### src/design/ptd_pkg.sv
// Package for the periodic task dispatcher: field widths, command and status
// codes, controller states and default parameter values. No dependencies.
package ptd_pkg;

  localparam int NUM_SLOTS_DEF   = 8;
  localparam int PERIOD_BITS_DEF = 16;

  localparam int CMD_W     = 2;
  localparam int SLOT_FW   = 3;
  localparam int PERIOD_FW = 16;
  localparam int TASK_W    = 8;
  localparam int STATUS_W  = 2;
  localparam int TICK_W    = 32;
  localparam int BIT_CNT_W = $clog2(TICK_W);

  typedef enum logic [CMD_W-1:0] {
    CMD_TICK     = 2'd0,
    CMD_CREATE   = 2'd1,
    CMD_DELETE   = 2'd2,
    CMD_DISPATCH = 2'd3
  } cmd_t;

  typedef enum logic [STATUS_W-1:0] {
    ST_OK         = 2'd0,
    ST_RESERVED   = 2'd1,
    ST_NOT_FOUND  = 2'd2,
    ST_NONE_READY = 2'd3
  } status_t;

  typedef enum logic [2:0] {
    S_IDLE,
    S_TICK,
    S_DIV,
    S_DEL,
    S_DISP,
    S_DISP_RD,
    S_DONE
  } state_t;

endpackage

### src/design/ptd_if.sv
// Valid/ready channel interfaces for the dispatcher: command beats in,
// result beats out. Depends on ptd_pkg.
interface ptd_in_if;
  import ptd_pkg::*;
  logic                 valid;
  logic                 ready;
  cmd_t                 cmd;
  logic [SLOT_FW-1:0]   slot;
  logic [PERIOD_FW-1:0] period;
  logic [TASK_W-1:0]    task_id;

  modport source(output valid, cmd, slot, period, task_id, input ready);
  modport sink(input valid, cmd, slot, period, task_id, output ready);
endinterface

interface ptd_out_if;
  import ptd_pkg::*;
  logic               valid;
  logic               ready;
  status_t            status;
  logic [SLOT_FW-1:0] found_slot;
  logic [TASK_W-1:0]  ready_task;

  modport source(output valid, status, found_slot, ready_task, input ready);
  modport sink(input valid, status, found_slot, ready_task, output ready);
endinterface

### src/design/ptd_ram.sv
// Generic simple dual-port RAM: one write port, one read port with
// registered read data. No dependencies.
module ptd_ram #(
  parameter int WIDTH  = 8,
  parameter int DEPTH  = 8,
  parameter int ADDR_W = $clog2(DEPTH)
) (
  input  logic              clk,
  input  logic              we,
  input  logic [ADDR_W-1:0] waddr,
  input  logic [WIDTH-1:0]  wdata,
  input  logic [ADDR_W-1:0] raddr,
  output logic [WIDTH-1:0]  rdata
);

  logic [WIDTH-1:0] mem [DEPTH];

  always_ff @(posedge clk) begin
    if (we) begin
      mem[waddr] <= wdata;
    end
    rdata <= mem[raddr];
  end

endmodule

### src/design/periodic_task_dispatcher.sv
// Periodic task dispatcher: slot table in one RAM (task id, period, phase),
// occupancy and ready flags in flops. Depends on ptd_pkg, ptd_if, ptd_ram.
// A tick does one RAM read-modify-write per slot; a create finishes directly or
// after a bit-serial tick_count % period (32 steps); a delete scans for the task
// id, and a dispatch scans the ready flags, then reads the task id from the RAM.
// Throughput: one item at a time; the next beat is taken while a result waits.
// Reset clears flags, tick count and scan pointer; RAM is not cleared.
module periodic_task_dispatcher #(
  parameter int NUM_SLOTS   = ptd_pkg::NUM_SLOTS_DEF,
  parameter int PERIOD_BITS = ptd_pkg::PERIOD_BITS_DEF
) (
  input  logic clk,
  input  logic rst_n,
  ptd_in_if.sink    in_chan,
  ptd_out_if.source out_chan
);
  import ptd_pkg::*;

  localparam int SLOT_W  = $clog2(NUM_SLOTS);
  localparam int ENTRY_W = TASK_W + 2 * PERIOD_BITS;
  localparam logic [SLOT_W-1:0] LAST_SLOT = SLOT_W'(NUM_SLOTS - 1);

  state_t                   state_r, state_nxt;
  logic [TICK_W-1:0]        tick_r, tick_nxt;
  logic [NUM_SLOTS-1:0]     occ_r, occ_nxt;
  logic [NUM_SLOTS-1:0]     rdy_r, rdy_nxt;
  logic [SLOT_W-1:0]        ptr_r, ptr_nxt;
  logic [SLOT_W-1:0]        idx_r, idx_nxt;
  logic [SLOT_W-1:0]        cnt_r, cnt_nxt;
  logic [SLOT_FW-1:0]       slot_r, slot_nxt;
  logic [PERIOD_BITS-1:0]   period_r, period_nxt;
  logic [TASK_W-1:0]        id_r, id_nxt;
  logic [TICK_W-1:0]        dvd_r, dvd_nxt;
  logic [PERIOD_BITS-1:0]   rem_r, rem_nxt;
  logic [BIT_CNT_W-1:0]     bit_r, bit_nxt;
  status_t                  res_status_r, res_status_nxt;
  logic [SLOT_FW-1:0]       res_slot_r, res_slot_nxt;
  logic [TASK_W-1:0]        res_task_r, res_task_nxt;
  logic                     out_valid_r, out_valid_nxt;
  status_t                  out_status_r, out_status_nxt;
  logic [SLOT_FW-1:0]       out_slot_r, out_slot_nxt;
  logic [TASK_W-1:0]        out_task_r, out_task_nxt;

  logic                     ram_we;
  logic [SLOT_W-1:0]        ram_waddr, ram_raddr;
  logic [ENTRY_W-1:0]       ram_wdata, ram_rdata;
  logic [TASK_W-1:0]        rd_task;
  logic [PERIOD_BITS-1:0]   rd_period, rd_rem, rem_inc, new_rem;
  logic                     tick_hit;
  logic [PERIOD_BITS:0]     div_sh;
  logic [PERIOD_BITS-1:0]   rem_step;
  logic                     in_acc;
  logic                     slot_ok;
  logic [SLOT_W-1:0]        in_slot_idx;
  logic [PERIOD_BITS-1:0]   in_period;
  logic [SLOT_W-1:0]        idx_wrap;

  ptd_ram #(.WIDTH(ENTRY_W), .DEPTH(NUM_SLOTS)) u_ram (
    .clk   (clk),
    .we    (ram_we),
    .waddr (ram_waddr),
    .wdata (ram_wdata),
    .raddr (ram_raddr),
    .rdata (ram_rdata)
  );

  assign in_chan.ready    = (state_r == S_IDLE);
  assign in_acc           = in_chan.valid && in_chan.ready;
  assign out_chan.valid      = out_valid_r;
  assign out_chan.status     = out_status_r;
  assign out_chan.found_slot = out_slot_r;
  assign out_chan.ready_task = out_task_r;

  assign slot_ok     = 32'(in_chan.slot) < 32'(NUM_SLOTS);
  assign in_slot_idx = SLOT_W'(in_chan.slot);
  assign in_period   = PERIOD_BITS'(in_chan.period);
  assign idx_wrap    = (idx_r == LAST_SLOT) ? '0 : idx_r + SLOT_W'(1);

  assign rd_task   = ram_rdata[ENTRY_W-1 -: TASK_W];
  assign rd_period = ram_rdata[2*PERIOD_BITS-1 -: PERIOD_BITS];
  assign rd_rem    = ram_rdata[PERIOD_BITS-1:0];

  // phase counter tracks tick_count % period; a wrap of the tick count restarts it
  assign rem_inc  = rd_rem + PERIOD_BITS'(1);
  assign new_rem  = (tick_r == '0 || rem_inc == rd_period) ? '0 : rem_inc;
  assign tick_hit = occ_r[idx_r] && (rd_period != '0) && (new_rem == '0);

  assign div_sh   = {rem_r, dvd_r[TICK_W-1]};
  assign rem_step = (div_sh >= {1'b0, period_r}) ?
                    PERIOD_BITS'(div_sh - {1'b0, period_r}) : PERIOD_BITS'(div_sh);

  always_ff @(posedge clk) begin
    if (!rst_n) begin
      state_r     <= S_IDLE;
      tick_r      <= '0;
      occ_r       <= '0;
      rdy_r       <= '0;
      ptr_r       <= '0;
      out_valid_r <= 1'b0;
    end else begin
      state_r     <= state_nxt;
      tick_r      <= tick_nxt;
      occ_r       <= occ_nxt;
      rdy_r       <= rdy_nxt;
      ptr_r       <= ptr_nxt;
      out_valid_r <= out_valid_nxt;
    end
    idx_r        <= idx_nxt;
    cnt_r        <= cnt_nxt;
    slot_r       <= slot_nxt;
    period_r     <= period_nxt;
    id_r         <= id_nxt;
    dvd_r        <= dvd_nxt;
    rem_r        <= rem_nxt;
    bit_r        <= bit_nxt;
    res_status_r <= res_status_nxt;
    res_slot_r   <= res_slot_nxt;
    res_task_r   <= res_task_nxt;
    out_status_r <= out_status_nxt;
    out_slot_r   <= out_slot_nxt;
    out_task_r   <= out_task_nxt;
  end

  always_comb begin
    state_nxt      = state_r;
    tick_nxt       = tick_r;
    occ_nxt        = occ_r;
    rdy_nxt        = rdy_r;
    ptr_nxt        = ptr_r;
    idx_nxt        = idx_r;
    cnt_nxt        = cnt_r;
    slot_nxt       = slot_r;
    period_nxt     = period_r;
    id_nxt         = id_r;
    dvd_nxt        = dvd_r;
    rem_nxt        = rem_r;
    bit_nxt        = bit_r;
    res_status_nxt = res_status_r;
    res_slot_nxt   = res_slot_r;
    res_task_nxt   = res_task_r;
    out_valid_nxt  = out_valid_r && !out_chan.ready;
    out_status_nxt = out_status_r;
    out_slot_nxt   = out_slot_r;
    out_task_nxt   = out_task_r;
    ram_we         = 1'b0;
    ram_waddr      = idx_r;
    ram_wdata      = {id_r, period_r, rem_step};
    ram_raddr      = idx_r + SLOT_W'(1);

    case (state_r)
      S_IDLE: begin
        if (in_acc) begin
          slot_nxt     = in_chan.slot;
          period_nxt   = in_period;
          id_nxt       = in_chan.task_id;
          res_task_nxt = '0;
          case (in_chan.cmd)
            CMD_TICK: begin
              tick_nxt       = tick_r + TICK_W'(1);
              idx_nxt        = '0;
              ram_raddr      = '0;
              res_status_nxt = ST_OK;
              res_slot_nxt   = '0;
              state_nxt      = S_TICK;
            end
            CMD_CREATE: begin
              res_slot_nxt = in_chan.slot;
              if (!slot_ok || occ_r[in_slot_idx]) begin
                res_status_nxt = ST_RESERVED;
                state_nxt      = S_DONE;
              end else if (in_chan.task_id == '0) begin
                rdy_nxt[in_slot_idx] = 1'b0;
                res_status_nxt       = ST_OK;
                state_nxt            = S_DONE;
              end else if (in_period == '0) begin
                ram_we               = 1'b1;
                ram_waddr            = in_slot_idx;
                ram_wdata            = {in_chan.task_id, {2*PERIOD_BITS{1'b0}}};
                occ_nxt[in_slot_idx] = 1'b1;
                rdy_nxt[in_slot_idx] = 1'b0;
                res_status_nxt       = ST_OK;
                state_nxt            = S_DONE;
              end else begin
                dvd_nxt   = tick_r;
                rem_nxt   = '0;
                bit_nxt   = '1;
                state_nxt = S_DIV;
              end
            end
            CMD_DELETE: begin
              res_slot_nxt = '0;
              if (in_chan.task_id == '0) begin
                res_status_nxt = ST_NOT_FOUND;
                state_nxt      = S_DONE;
              end else begin
                idx_nxt   = '0;
                ram_raddr = '0;
                state_nxt = S_DEL;
              end
            end
            CMD_DISPATCH: begin
              idx_nxt   = ptr_r;
              cnt_nxt   = '0;
              state_nxt = S_DISP;
            end
            default: state_nxt = S_IDLE;
          endcase
        end
      end

      S_TICK: begin
        ram_we    = occ_r[idx_r];
        ram_wdata = {rd_task, rd_period, new_rem};
        if (tick_hit) begin
          rdy_nxt[idx_r] = 1'b1;
        end
        if (idx_r == LAST_SLOT) begin
          state_nxt = S_DONE;
        end else begin
          idx_nxt = idx_r + SLOT_W'(1);
        end
      end

      S_DIV: begin
        dvd_nxt = dvd_r << 1;
        rem_nxt = rem_step;
        bit_nxt = bit_r - BIT_CNT_W'(1);
        if (bit_r == '0) begin
          ram_we                   = 1'b1;
          ram_waddr                = SLOT_W'(slot_r);
          occ_nxt[SLOT_W'(slot_r)] = 1'b1;
          rdy_nxt[SLOT_W'(slot_r)] = 1'b0;
          res_status_nxt           = ST_OK;
          state_nxt                = S_DONE;
        end
      end

      S_DEL: begin
        if (occ_r[idx_r] && rd_task == id_r) begin
          occ_nxt[idx_r] = 1'b0;
          rdy_nxt[idx_r] = 1'b0;
          res_status_nxt = ST_OK;
          res_slot_nxt   = SLOT_FW'(idx_r);
          state_nxt      = S_DONE;
        end else if (idx_r == LAST_SLOT) begin
          res_status_nxt = ST_NOT_FOUND;
          state_nxt      = S_DONE;
        end else begin
          idx_nxt = idx_r + SLOT_W'(1);
        end
      end

      S_DISP: begin
        if (rdy_r[idx_r]) begin
          ram_raddr      = idx_r;
          rdy_nxt[idx_r] = 1'b0;
          ptr_nxt        = idx_wrap;
          state_nxt      = S_DISP_RD;
        end else if (cnt_r == LAST_SLOT) begin
          res_status_nxt = ST_NONE_READY;
          res_slot_nxt   = '0;
          res_task_nxt   = '0;
          state_nxt      = S_DONE;
        end else begin
          idx_nxt = idx_wrap;
          cnt_nxt = cnt_r + SLOT_W'(1);
        end
      end

      S_DISP_RD: begin
        res_status_nxt = ST_OK;
        res_slot_nxt   = SLOT_FW'(idx_r);
        res_task_nxt   = rd_task;
        state_nxt      = S_DONE;
      end

      S_DONE: begin
        if (!out_valid_r || out_chan.ready) begin
          out_valid_nxt  = 1'b1;
          out_status_nxt = res_status_r;
          out_slot_nxt   = res_slot_r;
          out_task_nxt   = res_task_r;
          state_nxt      = S_IDLE;
        end
      end

      default: state_nxt = S_IDLE;
    endcase
  end

  a_ready_needs_task: assert property (@(posedge clk) disable iff (!rst_n)
    (rdy_r & ~occ_r) == '0)
    else $error("ready flag set on an empty slot");

  a_ptr_range: assert property (@(posedge clk) disable iff (!rst_n)
    32'(ptr_r) < 32'(NUM_SLOTS))
    else $error("scan pointer out of range");

  a_tick_inc: assert property (@(posedge clk) disable iff (!rst_n)
    in_acc && in_chan.cmd == CMD_TICK |=> tick_r == $past(tick_r) + TICK_W'(1))
    else $error("tick count did not advance by one");

endmodule
### src/flat_wrapper.sv
// flat-port wrapper written by rule: the top's interface ports become plain ports
module periodic_task_dispatcher_flat import ptd_pkg::*;
#(
  parameter int NUM_SLOTS   = ptd_pkg::NUM_SLOTS_DEF,
  parameter int PERIOD_BITS = ptd_pkg::PERIOD_BITS_DEF
)
  (clk, rst_n, in_chan_valid, in_chan_cmd, in_chan_slot, in_chan_period, in_chan_task_id, in_chan_ready, out_chan_valid, out_chan_status, out_chan_found_slot, out_chan_ready_task, out_chan_ready);
  ptd_in_if in_chan_i ();
  ptd_out_if out_chan_i ();
  input  logic clk;
  input  logic rst_n;
  input wire logic [$bits(in_chan_i.valid)-1:0] in_chan_valid;
  input wire logic [$bits(in_chan_i.cmd)-1:0] in_chan_cmd;
  input wire logic [$bits(in_chan_i.slot)-1:0] in_chan_slot;
  input wire logic [$bits(in_chan_i.period)-1:0] in_chan_period;
  input wire logic [$bits(in_chan_i.task_id)-1:0] in_chan_task_id;
  output wire logic [$bits(in_chan_i.ready)-1:0] in_chan_ready;
  output wire logic [$bits(out_chan_i.valid)-1:0] out_chan_valid;
  output wire logic [$bits(out_chan_i.status)-1:0] out_chan_status;
  output wire logic [$bits(out_chan_i.found_slot)-1:0] out_chan_found_slot;
  output wire logic [$bits(out_chan_i.ready_task)-1:0] out_chan_ready_task;
  input wire logic [$bits(out_chan_i.ready)-1:0] out_chan_ready;
  assign in_chan_i.valid = in_chan_valid;
  assign in_chan_i.cmd = in_chan_cmd;
  assign in_chan_i.slot = in_chan_slot;
  assign in_chan_i.period = in_chan_period;
  assign in_chan_i.task_id = in_chan_task_id;
  assign in_chan_ready = in_chan_i.ready;
  assign out_chan_valid = out_chan_i.valid;
  assign out_chan_status = out_chan_i.status;
  assign out_chan_found_slot = out_chan_i.found_slot;
  assign out_chan_ready_task = out_chan_i.ready_task;
  assign out_chan_i.ready = out_chan_ready;
  periodic_task_dispatcher #(.NUM_SLOTS(NUM_SLOTS), .PERIOD_BITS(PERIOD_BITS)) u_core (.clk(clk), .rst_n(rst_n), .in_chan(in_chan_i), .out_chan(out_chan_i));
endmodule
### config.mk
export PLATFORM = sky130hd
export DESIGN_NAME = periodic_task_dispatcher_flat
export DESIGN_NICKNAME = d
export VERILOG_FILES = /design/src/design/ptd_pkg.sv /design/src/design/ptd_if.sv /design/src/design/ptd_ram.sv /design/src/design/periodic_task_dispatcher.sv /design/src/flat_wrapper.sv
export SDC_FILE = /design/constraint.sdc
export NUM_CORES = 1
export LEC_CHECK = 0
export ABC_CLOCK_PERIOD_IN_PS = 7900
export BUFFER_PORTS_ARGS = -buffer_cell sky130_fd_sc_hd__buf_4
export CAP_MARGIN = 20
export CORE_ASPECT_RATIO = 0.5
export CORE_MARGIN = 1.5
export CORE_UTILIZATION = 40
export DETAILED_ROUTE_END_ITERATION = 8
export GPL_TIMING_DRIVEN = 0
export PLACE_DENSITY = 0.66
export SLEW_MARGIN = 15
export SYNTH_ARGS = -nofsm -noshare
export SYNTH_HDL_FRONTEND = slang
export SYNTH_SLANG_ARGS = --single-unit
export TNS_END_PERCENT = 1
### constraint.sdc
create_clock -name clk -period 7.9 [get_ports clk]
set_clock_uncertainty 0.05 [all_clocks]
set_input_delay 0.79 -clock clk [delete_from_list [all_inputs] [get_ports clk]]
set_output_delay 0.79 -clock clk [all_outputs]
set_load 0.03 [all_outputs]
==> impl_metrics.csv <==
group,metric,value,unit
finish,synthToLayoutAreaGrowth,14.4,%
sta,tightest_slew,991,ps
clocking,cts.sinks,527,
power,pwr_density_cell,405,nW/um^2
place,portBuffers,46,
finish,drive_gt1_share,10.6,%
critical_path,critPathKind,"register to register",
yosys,synth_edf_count,432,
finish,stdcell_count,2951,
critical_path,cp_max_fo,10,
die,die_y,175,um
global_route,grt_pass1_vias,15552,
yosys,syn_nets,2077,
flow_run,drv_cap,0,
yosys,yosys_warnings,0,
clocking,cts_tree,"done",
place,dp_hpwl,44.1,mm
detailed_routing,drt-total-wl,62.7,mm
yosys,ys_seq_area_share,63.2,%
critical_path,end_kind,"register",
finish,final_nets,2203,
global_route,grt_max_degree,23,
critical_path,crit_required,8080,ps
die,coreArea,57800,sq um
detailed_routing,postRouteAntennaNets,0,
detailed_routing,drc,0,
sta,fin_crit_sh,57.8,%
sta,hold_viol,0,
global_route,gr-usage-all-layers,20.3,%
global_route,grt-ovfl-total,0,
global_route,grt_first_pass_wirelength,93.9,mm
clocking,numCtsBuffers,48,
yosys,netlist_instances,2015,
power,cellLeakagePower,9.75,nW
yosys,netlist_area,23500,sq um
sta,slew_violations,0,
detailed_routing,route.vias.total,16552,
clocking,worstSkewPairLatency,590,ps
detailed_routing,drtIter0Drc,1691,
critical_path,arrival,4740,ps
finish,layout_common_cells,"edfxtp_1, nand2_1, a21oi_1",
yosys,syn_avg_cell_area,11.7,sq um
sta,rsz0062_at_grt,"false",
global_route,antenna_found_initial,2,
clocking,post_cts_buffers,0,
yosys,ys.flop_type,"edfxtp_1",
clocking,cts.clk_slew.worst_paths,60,ps
sta,holdWs,350,ps
hold_path,min_path_type,"input pin to register",
finish,num-fill-cells,5193,
critical_path,crit_path_start_kind,"register",
detailed_routing,vias_per_cell,5.61,
place,dp.cells,2857,
sta,fmax,219,MHz
finish,final_common_cell,"edfxtp_1",
die,ios,48,
place,place_congestion,0.923,
clocking,cts_max_level,2,
sta,setup_viol_count_final,0,
clocking,clock_path_buffers,3,
power,ir_drop,0.273,mV
yosys,async_reset_ff_share,0,%
clocking,cts-root-buf,"clkbuf_16",
sta,max_slew_margin,33.5,%
sta,tns,0,ps
clocking,cts_hold_buf,0,
yosys,synth.distinct_cells,87,
sta,period_minus_slack,4560,ps
detailed_routing,wl_per_cell,21.2,um
finish,multiInputGateArea,8060,sq um
die,dieArea,60400,sq um
yosys,synth-seq-cells,527,
die,initial_core_util,40.7,%
detailed_routing,firstDrtPassIters,6,
die,rows,62,
clocking,cts_resized,0,
die,dieWidth,346,um
finish,regArea,14900,sq um
power,power,10.9,mW
run_status,outcome,"completed",
[critical path: stages, from the launching register on]
cell and delay, ps:
edfxtp_1 370, inv_1 240, ha_1 300, nor2b_1 140
o31a_1 270, o31a_1 280, o21ai_1 360, a31oi_1 190
nor2_1 570, buf_4 360, mux2i_1 690, o22ai_1 400
[where the power goes]
group	switching [mW]	leakage [nW]	internal, mW	total, mW
combinational	3.11	4.26	1.40	4.51
clock	1.04	0.767	1.31	2.34
sequential	0.264	4.72	3.77	4.04
[final timing paths]
path / from / end / slack, ps / cells after the start
worst max-delay path: u_core.period_r[1] / u_core.u_ram.mem[3][6] / 3340 / 11
worst min-delay path: in_chan_period[0] / u_core.period_r[0] / 350 / 1
worst max register to register: u_core.period_r[1] / u_core.u_ram.mem[3][6] / 3340 / 11
worst min register to register: u_core.res_task_r[5] / u_core.out_chan.ready_task[5] / 370 / 0
[Yosys cell counts, types with 5 or more instances]
cell	count	share of area (%)
a211oi_1	6	0.19
o21a_1	6	0.19
nand2b_1	15	0.40
nor3b_1	5	0.16
a21boi_0	11	0.35
o22ai_1	65	1.7
a21oi_1	126	2.7
a31oi_1	12	0.32
ha_1	28	1.5
edfxtp_1	432	55
and4_1	7	0.26
nand4_1	16	0.43
buf_4	5	0.16
inv_1	42	0.67
a2111o_1	39	1.9
nor2b_1	21	0.56
mux2i_1	63	2.7
nor4_1	26	0.69
dfxtp_1	95	8.1
a221oi_1	10	0.37
mux2_2	5	0.24
buf_1	5	0.080
o21ai_0	72	1.5
a32o_1	5	0.21
nand3_1	34	0.72
xor2_1	24	0.89
and3_1	22	0.58
and2_1	32	0.85
a22oi_1	14	0.45
nor2_1	105	1.7
a311oi_1	6	0.22
nand2_1	400	6.4
buf_2	32	0.68
xnor2_1	42	1.6
nor3_1	19	0.40
clkbuf_1	67	1.1
a21o_1	9	0.29
or3_1	9	0.24
[flip-flops by register name (all words and copies together) (netlist names), 5 cells and up]
name and flops:
u_core.res_task_r 8, u_core.u_ram.rdata 40, u_core.id_r 8, u_core.dvd_r 32
u_core.out_chan.ready_task 8, u_core.occ_r 8, u_core.u_ram.mem 320, u_core.tick_r 32
u_core.period_r 16, u_core.rdy_r 8, u_core.bit_r 5, u_core.rem_r 16
[metal layers]
| layer | share of wire, % | global-route usage [%] | up-vias |
|---|---|---|---|
| met5 | 0 | 0 | - |
| met4 | 2.5 | 5.47 | 0 |
| met3 | 8.9 | 4.73 | 104 |
| met2 | 45 | 32.2 | 633 |
| met1 | 44 | 28.1 | 8108 |
| li1 | - | - | 7707 |
[through the flow]
stage | util [%] | setup WS, ps | area, sq um
finish | 46.6 | 3340 | 26900
global route | 46.6 | 3130 | 26900
CTS | 46.6 | 3470 | 26900
global placement | 43.0 | -1460 | 24900
detailed placement | 43.8 | 2900 | 25300
floorplan | - | 1710 | 23500
[final cells by class]
class / count / area share, %
Multi-Input combinational cell: 1332 / 29.9
Sequential cell: 527 / 55.2
Clock buffer: 66 / 4.90
Buffer: 113 / 1.90
Tap cell: 768 / 3.57
Antenna cell: 2 / 0.0186
Inverter: 43 / 0.599
Timing Repair Buffer: 76 / 2.87
Clock inverter: 24 / 0.957
[cell families (layout without fill, tap and decap cells)]
kind of cell    after synthesis  count (layout)  share of synthesized area (%)
compound gates              420             420                           11.9
xor+xnor                     67              67                           2.56
fa+ha+maj                    29              29                           1.57
buf+inv                     156             322                           2.86
flops                       527             527                           63.2
mux                          70              70                           3.11
other cells                   0               2                              0
simple gates                746             746                           14.8
(Power assumes the default switching activity.)
